===== src/rtl/core/jrb_pkg.sv =====
// ---------------------------------------------------------------------------
// jrb_pkg
// Shared types and constants for the join retry backoff controller.
// ---------------------------------------------------------------------------
package jrb_pkg;

    // Field widths
    localparam int unsigned TIME_W    = 32;
    localparam int unsigned DELAY_W   = 24;
    localparam int unsigned TICKS_W   = 8;
    localparam int unsigned FAIL_W    = 3;
    localparam int unsigned ACTION_W  = 3;
    localparam int unsigned SLEEP_W   = 2;
    localparam int unsigned CFG_IDX_W = 3;
    localparam int unsigned NUM_DELAY = 5;

    // Stream widths, padded to whole bytes
    localparam int unsigned S_DATA_W = 40;
    localparam int unsigned M_DATA_W = 48;

    // Reset values of the configuration registers
    localparam logic [TICKS_W-1:0] TIMEOUT_RST   = 8'd120;
    localparam logic [DELAY_W-1:0] DELAY1_RST    = 24'd1800;
    localparam logic [DELAY_W-1:0] DELAY2_RST    = 24'd3600;
    localparam logic [DELAY_W-1:0] DELAY3_RST    = 24'd7200;
    localparam logic [DELAY_W-1:0] DELAY4_RST    = 24'd28800;
    localparam logic [DELAY_W-1:0] DELAY_CAP_RST = 24'd86400;

    // Failure count saturates here
    localparam logic [FAIL_W-1:0] FAIL_MAX = 3'd5;

    // Configuration register indexes
    localparam logic [CFG_IDX_W-1:0] REG_JOIN_TIMEOUT = 3'd0;
    localparam logic [CFG_IDX_W-1:0] REG_DELAY_FIRST  = 3'd1;
    localparam logic [CFG_IDX_W-1:0] REG_DELAY_SECOND = 3'd2;
    localparam logic [CFG_IDX_W-1:0] REG_DELAY_THIRD  = 3'd3;
    localparam logic [CFG_IDX_W-1:0] REG_DELAY_FOURTH = 3'd4;
    localparam logic [CFG_IDX_W-1:0] REG_DELAY_CAP    = 3'd5;

    typedef enum logic [2:0] {
        PH_IDLE   = 3'd0,
        PH_START  = 3'd1,
        PH_WAIT   = 3'd2,
        PH_JOINED = 3'd3,
        PH_ERROR  = 3'd4
    } phase_t;

    typedef enum logic [ACTION_W-1:0] {
        ACT_NONE    = 3'd0,
        ACT_JOIN    = 3'd1,
        ACT_SYNC    = 3'd2,
        ACT_TIMEOUT = 3'd3,
        ACT_SLEEP   = 3'd4
    } action_t;

    typedef enum logic [SLEEP_W-1:0] {
        SLP_NONE   = 2'd0,
        SLP_RAISE  = 2'd1,
        SLP_NORMAL = 2'd2
    } sleep_t;

    // Configuration seen by the controller
    typedef struct packed {
        logic [TICKS_W-1:0] join_timeout;
        logic [DELAY_W-1:0] delay_first;
        logic [DELAY_W-1:0] delay_second;
        logic [DELAY_W-1:0] delay_third;
        logic [DELAY_W-1:0] delay_fourth;
        logic [DELAY_W-1:0] delay_cap;
    } cfg_t;

    // Result beat; last member lands in the lowest bits
    typedef struct packed {
        logic [TIME_W-1:0] retry_at;
        logic [FAIL_W-1:0] failures;
        logic              link_error;
        logic              joined_flag;
        sleep_t            sleep_delay_action;
        action_t           action;
    } res_t;

endpackage


===== src/rtl/core/jrb_cfg.sv =====
// ---------------------------------------------------------------------------
// jrb_cfg
// Configuration register file: join timeout and five retry delays.
// ---------------------------------------------------------------------------
module jrb_cfg (
    input  logic                          aclk,
    input  logic                          aresetn,
    input  logic                          cfg_valid,
    output logic                          cfg_ready,
    input  logic [jrb_pkg::CFG_IDX_W-1:0] cfg_index,
    input  logic [jrb_pkg::DELAY_W-1:0]   cfg_data,
    output jrb_pkg::cfg_t                 cfg
);
    import jrb_pkg::*;

    cfg_t cfg_reg;
    cfg_t cfg_next;

    // Writes are always taken
    assign cfg_ready = 1'b1;

    // Decode the index; unknown indexes are dropped
    always_comb begin
        cfg_next = cfg_reg;
        if (cfg_valid) begin
            case (cfg_index)
                REG_JOIN_TIMEOUT: cfg_next.join_timeout = cfg_data[TICKS_W-1:0];
                REG_DELAY_FIRST:  cfg_next.delay_first  = cfg_data;
                REG_DELAY_SECOND: cfg_next.delay_second = cfg_data;
                REG_DELAY_THIRD:  cfg_next.delay_third  = cfg_data;
                REG_DELAY_FOURTH: cfg_next.delay_fourth = cfg_data;
                REG_DELAY_CAP:    cfg_next.delay_cap    = cfg_data;
                default:          cfg_next = cfg_reg;
            endcase
        end
    end

    always_ff @(posedge aclk) begin
        if (!aresetn) begin
            cfg_reg.join_timeout <= TIMEOUT_RST;
            cfg_reg.delay_first  <= DELAY1_RST;
            cfg_reg.delay_second <= DELAY2_RST;
            cfg_reg.delay_third  <= DELAY3_RST;
            cfg_reg.delay_fourth <= DELAY4_RST;
            cfg_reg.delay_cap    <= DELAY_CAP_RST;
        end else begin
            cfg_reg <= cfg_next;
        end
    end

    assign cfg = cfg_reg;

endmodule


===== src/rtl/core/jrb_fsm.sv =====
// ---------------------------------------------------------------------------
// jrb_fsm
// Join phase machine: advances the controller state by one tick per step.
// ---------------------------------------------------------------------------
module jrb_fsm (
    input  logic                       aclk,
    input  logic                       aresetn,
    input  logic                       step,
    input  logic [jrb_pkg::TIME_W-1:0] now_seconds,
    input  logic                       join_confirmed,
    input  jrb_pkg::cfg_t              cfg,
    output jrb_pkg::res_t              res
);
    import jrb_pkg::*;

    phase_t              phase_reg,        phase_next;
    logic [TICKS_W-1:0]  wait_count_reg,   wait_count_next;
    logic [FAIL_W-1:0]   fail_count_reg,   fail_count_next;
    logic [TIME_W-1:0]   retry_time_reg,   retry_time_next;
    logic                error_flag_reg,   error_flag_next;
    logic                joined_state_reg, joined_state_next;

    logic [TICKS_W-1:0]  wait_inc;
    logic                timeout_hit;
    logic                retry_due;
    logic [FAIL_W-1:0]   fail_inc;
    logic [DELAY_W-1:0]  delay_sel;
    logic [TIME_W:0]     retry_sum;
    logic [TIME_W-1:0]   retry_sat;
    action_t             action;
    sleep_t              sleep_act;

    // Shared datapath terms
    assign wait_inc    = (wait_count_reg == {TICKS_W{1'b1}}) ? wait_count_reg
                                                             : wait_count_reg + 1'b1;
    assign timeout_hit = (wait_inc >= cfg.join_timeout);
    assign retry_due   = (retry_time_reg <= now_seconds);
    assign fail_inc    = (fail_count_reg >= FAIL_MAX) ? FAIL_MAX : fail_count_reg + 1'b1;

    // Pick the delay for the new failure count
    always_comb begin
        case (fail_inc)
            3'd1:    delay_sel = cfg.delay_first;
            3'd2:    delay_sel = cfg.delay_second;
            3'd3:    delay_sel = cfg.delay_third;
            3'd4:    delay_sel = cfg.delay_fourth;
            default: delay_sel = cfg.delay_cap;
        endcase
    end

    // Saturating add of the delay to the current time
    assign retry_sum = {1'b0, now_seconds} + {{(TIME_W+1-DELAY_W){1'b0}}, delay_sel};
    assign retry_sat = retry_sum[TIME_W] ? {TIME_W{1'b1}} : retry_sum[TIME_W-1:0];

    // Next phase
    always_comb begin
        case (phase_reg)
            PH_IDLE:   phase_next = (error_flag_reg && retry_due) ? PH_START : PH_IDLE;
            PH_START:  phase_next = PH_WAIT;
            PH_WAIT: begin
                if (join_confirmed) begin
                    phase_next = PH_JOINED;
                end else if (timeout_hit) begin
                    phase_next = PH_ERROR;
                end else begin
                    phase_next = PH_WAIT;
                end
            end
            PH_JOINED: phase_next = PH_IDLE;
            PH_ERROR:  phase_next = PH_IDLE;
            default:   phase_next = phase_reg;
        endcase
    end

    // Commands and datapath state per phase
    always_comb begin
        action            = ACT_NONE;
        sleep_act         = SLP_NONE;
        wait_count_next   = wait_count_reg;
        fail_count_next   = fail_count_reg;
        retry_time_next   = retry_time_reg;
        error_flag_next   = error_flag_reg;
        joined_state_next = joined_state_reg;
        case (phase_reg)
            PH_IDLE: begin
                if (error_flag_reg && retry_due) begin
                    sleep_act = SLP_RAISE;
                end
            end
            PH_START: begin
                joined_state_next = 1'b0;
                wait_count_next   = '0;
                action            = ACT_JOIN;
            end
            PH_WAIT: begin
                if (!join_confirmed) begin
                    if (timeout_hit) begin
                        wait_count_next = '0;
                        error_flag_next = 1'b1;
                        sleep_act       = SLP_NORMAL;
                        action          = ACT_TIMEOUT;
                    end else begin
                        wait_count_next = wait_inc;
                    end
                end
            end
            PH_JOINED: begin
                joined_state_next = 1'b1;
                fail_count_next   = '0;
                wait_count_next   = '0;
                error_flag_next   = 1'b0;
                sleep_act         = SLP_NORMAL;
                action            = ACT_SYNC;
            end
            PH_ERROR: begin
                error_flag_next = 1'b1;
                sleep_act       = SLP_NORMAL;
                action          = ACT_SLEEP;
                if (retry_due) begin
                    fail_count_next = fail_inc;
                    retry_time_next = retry_sat;
                end
            end
            default: begin
                action = ACT_NONE;
            end
        endcase
    end

    // Advance the state on each tick
    always_ff @(posedge aclk) begin
        if (!aresetn) begin
            phase_reg        <= PH_IDLE;
            wait_count_reg   <= '0;
            fail_count_reg   <= '0;
            retry_time_reg   <= '0;
            error_flag_reg   <= 1'b1;
            joined_state_reg <= 1'b0;
        end else if (step) begin
            phase_reg        <= phase_next;
            wait_count_reg   <= wait_count_next;
            fail_count_reg   <= fail_count_next;
            retry_time_reg   <= retry_time_next;
            error_flag_reg   <= error_flag_next;
            joined_state_reg <= joined_state_next;
        end
    end

    // Result shows the state after this tick
    always_comb begin
        res.action             = action;
        res.sleep_delay_action = sleep_act;
        res.joined_flag        = joined_state_next;
        res.link_error         = error_flag_next;
        res.failures           = fail_count_next;
        res.retry_at           = retry_time_next;
    end

endmodule


===== src/rtl/core/join_retry_backoff_fsm.sv =====
// ---------------------------------------------------------------------------
// join_retry_backoff_fsm
// Network join controller with timeout and failure backoff, one tick a beat.
// ---------------------------------------------------------------------------
// Each input beat is one one-second tick (time and join status) and gives
// exactly one result beat: a command code, a sleep-delay action, the joined
// and error flags, the failure count and the retry time. A new tick can be
// taken every clock cycle. A tick passes through an input register and then
// a result register, so its result beat is valid once the tick has moved on
// into the result register. One tick and one result can wait inside;
// the input stalls only when both registers are full and the result beat is
// not taken in that cycle. The configuration channel takes a write every
// cycle; write it only while no tick is in flight.
module join_retry_backoff_fsm (
    input  logic                          aclk,
    input  logic                          aresetn,
    // Tick input
    input  logic                          s_tvalid,
    output logic                          s_tready,
    input  logic [jrb_pkg::S_DATA_W-1:0]  s_tdata,   // now_seconds, join_confirmed
    // Result output
    output logic                          m_tvalid,
    input  logic                          m_tready,
    // action, sleep_delay_action, joined_flag, link_error, failures, retry_at
    output logic [jrb_pkg::M_DATA_W-1:0]  m_tdata,
    // Configuration write
    input  logic                          cfg_valid,
    output logic                          cfg_ready,
    input  logic [jrb_pkg::CFG_IDX_W-1:0] cfg_index,
    input  logic [jrb_pkg::DELAY_W-1:0]   cfg_data
);
    import jrb_pkg::*;

    cfg_t              cfg;
    res_t              res;

    logic              in_valid_reg;
    logic [TIME_W-1:0] in_now_reg;
    logic              in_conf_reg;
    logic              out_valid_reg;
    res_t              out_res_reg;
    logic              advance;

    jrb_cfg u_cfg (
        .aclk      (aclk),
        .aresetn   (aresetn),
        .cfg_valid (cfg_valid),
        .cfg_ready (cfg_ready),
        .cfg_index (cfg_index),
        .cfg_data  (cfg_data),
        .cfg       (cfg)
    );

    // Move the held tick into the result register when it is free or being taken
    assign advance  = in_valid_reg && (!out_valid_reg || m_tready);
    assign s_tready = !in_valid_reg || advance;

    jrb_fsm u_fsm (
        .aclk           (aclk),
        .aresetn        (aresetn),
        .step           (advance),
        .now_seconds    (in_now_reg),
        .join_confirmed (in_conf_reg),
        .cfg            (cfg),
        .res            (res)
    );

    // Input register
    always_ff @(posedge aclk) begin
        if (!aresetn) begin
            in_valid_reg <= 1'b0;
        end else if (s_tready) begin
            in_valid_reg <= s_tvalid;
        end
    end

    always_ff @(posedge aclk) begin
        if (s_tready && s_tvalid) begin
            in_now_reg  <= s_tdata[TIME_W-1:0];
            in_conf_reg <= s_tdata[TIME_W];
        end
    end

    // Result register
    always_ff @(posedge aclk) begin
        if (!aresetn) begin
            out_valid_reg <= 1'b0;
        end else if (advance) begin
            out_valid_reg <= 1'b1;
        end else if (m_tready) begin
            out_valid_reg <= 1'b0;
        end
    end

    always_ff @(posedge aclk) begin
        if (advance) begin
            out_res_reg <= res;
        end
    end

    assign m_tvalid = out_valid_reg;
    assign m_tdata  = {{(M_DATA_W-$bits(res_t)){1'b0}}, out_res_reg};

endmodule

===== config.mk =====
export PLATFORM = sky130hd
export DESIGN_NAME = join_retry_backoff_fsm
export DESIGN_NICKNAME = d
export VERILOG_FILES = /design/src/rtl/core/jrb_pkg.sv /design/src/rtl/core/jrb_cfg.sv /design/src/rtl/core/jrb_fsm.sv /design/src/rtl/core/join_retry_backoff_fsm.sv
export SDC_FILE = /design/constraint.sdc
export NUM_CORES = 1
export LEC_CHECK = 0
export BUFFER_PORTS_ARGS = -buffer_cell sky130_fd_sc_hd__clkbuf_2
export CAP_MARGIN = 20
export CORE_MARGIN = 5
export CORE_UTILIZATION = 45
export CTS_BUF_LIST = sky130_fd_sc_hd__clkbuf_8
export DETAILED_ROUTE_END_ITERATION = 10
export PLACE_DENSITY_LB_ADDON = 0.1
export REMOVE_ABC_BUFFERS = 1
export SYNTH_ARGS = -nofsm -noshare
export SYNTH_HDL_FRONTEND = slang
export SYNTH_SLANG_ARGS = --single-unit

===== constraint.sdc =====
create_clock -name aclk -period 5.4 [get_ports aclk]
set_clock_uncertainty 0.05 [all_clocks]
set_input_delay 0.54 -clock aclk [delete_from_list [all_inputs] [get_ports aclk]]
set_output_delay 0.54 -clock aclk [all_outputs]
set_load 0.005 [all_outputs]

==> impl_metrics.yaml <==
status:
  status: "finished, final reports clean"
synth:
  ys_async_sr_fraction_pct: 0
  synth.yosys.warnings: 0
  yosysTopAreaCellShare_pct: 28.3
  yosysSeqAreaShare_pct: 46.2
  top_flip_flop_cell_by_instance_count_after_synthesis: "sky130_fd_sc_hd__dfxtp_1"
  synthesis.instances: 1474
  yosys_register_bits: 253
  synth_enable_flop_cells: 75
  syn_area_sq_um: 12600
  synth_top_cells_by_area: "sky130_fd_sc_hd__dfxtp_1 (28%), sky130_fd_sc_hd__edfxtp_1 (18%), sky130_fd_sc_hd__nand2_1 (11%), sky130_fd_sc_hd__ha_1 (7.0%), sky130_fd_sc_hd__a21oi_1 (6.8%)"
  post_syn_area_per_cell_sq_um: 8.54
  number_of_unique_standard_cell_types_used_by_synthesis: 68
  yosys.area.top_type: "sky130_fd_sc_hd__dfxtp_1"
place:
  postPlaceCellArea_sq_um: 13600
  dp.final_hpwl_mm: 23.5
  gp_congestion: 0.878
  preCtsSetupSlack_ns: 0.178
  port_buffers: 108
routing:
  wl_per_cell_microns: 17.6
  drt_first_pass_iters: 5
  postRouteWirelength_mm: 35.1
  first_iter_violations: 939
  via_count_normalized_by_instance_count: 5.49
  ant_nets: 0
  number_of_vias_after_detailed_routing: 10900
  drc_violations: 0
sta:
  hold_slack_ns: 0.0981
  final_setup_violation_count: 0
  finalWorstSetupSlack_ns: 0.381
  rsz0062_at_grt: "no"
  worst_slew_pin_slew_ns: 1.11
  highest_attainable_clock_frequency_mhz: 199
  period_minus_slack_ns: 5.02
  timing.final.max_slew_violations: 0
  layout_worst_path_cycle_share_pct: 92.9
  max-slew-margin-rel_pct: 25.9
  setup_tns_ns: 0
  hold_violations: 0
finish:
  utilization_after_layout_pct: 51.9
  net_count_reported_at_finish: 1729
  max_ffs_per_register: 128
  postLayoutCellArea_sq_um: 14400
  drive_gt1_share_pct: 14.9
  num_antenna_cells: 0
  flow.area_growth_from_synthesis_pct: 14.2
die:
  coreArea_sq_um: 27700
  placementRows: 61
  floorplan.die_area_sq_um: 31400
  starting_utilization_of_the_core_area_pct: 45.4
  fp.dieH_microns: 177
  io_pins: 123
  die_w_microns: 177
cts:
  cts_made_buffers: 44
  cts_tree: "done"
  clock_sink_count: 253
  cts.repair_timing.setup_buffer_count: 0
  ctsLongestPathBuffers: 3
  post_cts_resize_count: 0
  worstSkewPairLatency_ns: 0.56
  cts_root_buf: "sky130_fd_sc_hd__clkbuf_8"
  postCtsHoldBufs: 0
  clock_pin_slew_of_the_registers_on_the_worst_case_setup_and_hold_paths_ns: 0.06
  ctsHtreeMaxLevel: 2
worst_hold_path:
  hold_path.class: "primary input to flop"
power_and_ir_drop:
  power.leakage_nw: 5.99
  ir_worst_vdd_mv: 0.209
  power_per_cell_area_nw_per_um2: 277
global_route:
  grt_antenna_before_repair: 0
  global_route.overflow_total: 0
  gr-usage-all-layers_pct: 22.0
  grt_pass1_wl_mm: 55.4
  grt_start_max_net_pins: 73
  vias_in_the_first_global_route: 10300
setup_path:
  timing_worst_setup_path_type: "flop to flop"
  cp.arrival_ns: 5.24
  timing.critical_path.from_type: "flop"
  critical_path.endpoint_type: "flop"
  crit_required_ns: 5.62
  critPathMaxFanout: 25
job:
  cap_viol_max_count: 0
[report_power, final]
| group | total (W) | leakage, nW | internal, W | switching (W) |
|---|---|---|---|---|
| combinational | 0.000356 | 3.34 | 0.000125 | 0.000231 |
| clock | 0.00157 | 0.477 | 0.000789 | 0.000779 |
| sequential | 0.00206 | 2.17 | 0.00202 | 0.0000396 |
| total | 0.00398 | 5.99 | 0.00293 | 0.00105 |
[cells by family (layout without fill, tap and decap cells)]
logic type	Yosys count	in the layout	share of synthesized area, %
mux	29	29	2.56
simple gates	597	597	19.9
xor+xnor	27	27	1.88
buf+inv	141	277	4.60
fa+ha+maj	71	71	7.12
other cells	2	7	0.0596
flops	253	253	46.2
compound gates	354	354	17.7
[final cells by class]
cell class                 instances  area [sq um]
clock buffer                      46           633
clock inverter                    29           136
fill                            2689         13300
inverter                          56           213
multi-input combinational       1085          6260
sequential                       253          5820
tap                              378           473
timing repair buffer             146           851
[final timing paths]
kind / end / slack (ns) / from / cells after the start
worst max-delay path: m_tdata[39] / 0.38 / u_fsm.fail_count_reg[2] / 18
worst min-delay path: in_now_reg[30] / 0.1 / s_tdata[30] / 1
worst max register to register: m_tdata[39] / 0.38 / u_fsm.fail_count_reg[2] / 18
worst min register to register: u_cfg.cfg[13] / 0.40 / u_cfg.cfg[13] / 2
[through the flow]
stage          instances  power, W
2_1_floorplan       1394   0.00230
3_3_place_gp        1915   0.00244
3_5_place_dp        1917   0.00245
4_1_cts             1992   0.00402
5_1_grt             1993   0.00416
6_report            1993   0.00398
[worst max-delay path, cell delays in order (launching register included)]
cell	delay, ns
sky130_fd_sc_hd__dfxtp_1	0.43
sky130_fd_sc_hd__buf_4	0.42
sky130_fd_sc_hd__mux2i_1	0.23
sky130_fd_sc_hd__nor2_1	0.05
sky130_fd_sc_hd__buf_4	0.24
sky130_fd_sc_hd__a222oi_1	0.35
sky130_fd_sc_hd__nand2_1	0.10
sky130_fd_sc_hd__mux2_2	0.29
sky130_fd_sc_hd__ha_1	0.33
sky130_fd_sc_hd__inv_1	0.09
sky130_fd_sc_hd__nor4_1	0.29
sky130_fd_sc_hd__buf_4	0.19
sky130_fd_sc_hd__o2111ai_1	0.24
sky130_fd_sc_hd__a2111oi_1	0.42
sky130_fd_sc_hd__buf_4	0.19
sky130_fd_sc_hd__or3_1	0.21
sky130_fd_sc_hd__nand3_1	0.19
sky130_fd_sc_hd__xnor2_1	0.29
sky130_fd_sc_hd__a31oi_1	0.13
[placed cells by master (no fill, tap or decap), drive strengths merged, types with 5 or more instances in the layout]
| cell | synthesis | routed |
|---|---|---|
| or3 | 6 | 6 |
| conb | 2 | 7 |
| o21a | 5 | 5 |
| o31ai | 5 | 5 |
| mux2 | 26 | 26 |
| inv | 55 | 81 |
| nand2b | 8 | 8 |
| a21o | 15 | 15 |
| xor2 | 6 | 6 |
| a31oi | 23 | 23 |
| edfxtp | 75 | 75 |
| a211oi | 23 | 23 |
| xnor2 | 21 | 21 |
| nand2 | 363 | 363 |
| nor2b | 6 | 6 |
| dfxtp | 178 | 178 |
| nor3 | 18 | 18 |
| buf | 26 | 38 |
| ha | 70 | 70 |
| o21ai | 38 | 38 |
| nand4 | 18 | 18 |
| a22o | 9 | 9 |
| clkbuf | 59 | 154 |
| o211ai | 8 | 8 |
| and3 | 7 | 7 |
| nor2 | 107 | 107 |
| a222oi | 24 | 24 |
| a21oi | 173 | 173 |
| nand3 | 47 | 47 |
[synth_stat cells (all sizes together) (7+ instances only)]
library cell,count
nand2b,8
nor3,18
a222oi,24
clkbuf,59
buf,26
a31oi,23
edfxtp,75
nor2,107
dfxtp,178
inv,55
a211oi,23
a21o,15
xnor2,21
and3,7
ha,70
a22o,9
o21ai,38
o211ai,8
nand2,363
mux2,26
nand3,47
a21oi,173
nand4,18
[routing by layer]
| metal | vias up | part of all wire [%] | track usage [%] |
|---|---|---|---|
| li1 | 5407 | - | - |
| met1 | 5132 | 47 | 31.3 |
| met2 | 339 | 45 | 34.8 |
| met3 | 54 | 5.8 | 3.16 |
| met4 | 0 | 2.5 | 7.03 |
| met5 | - | 0 | 0 |
Note: power is estimated with default switching activity, not from simulation.
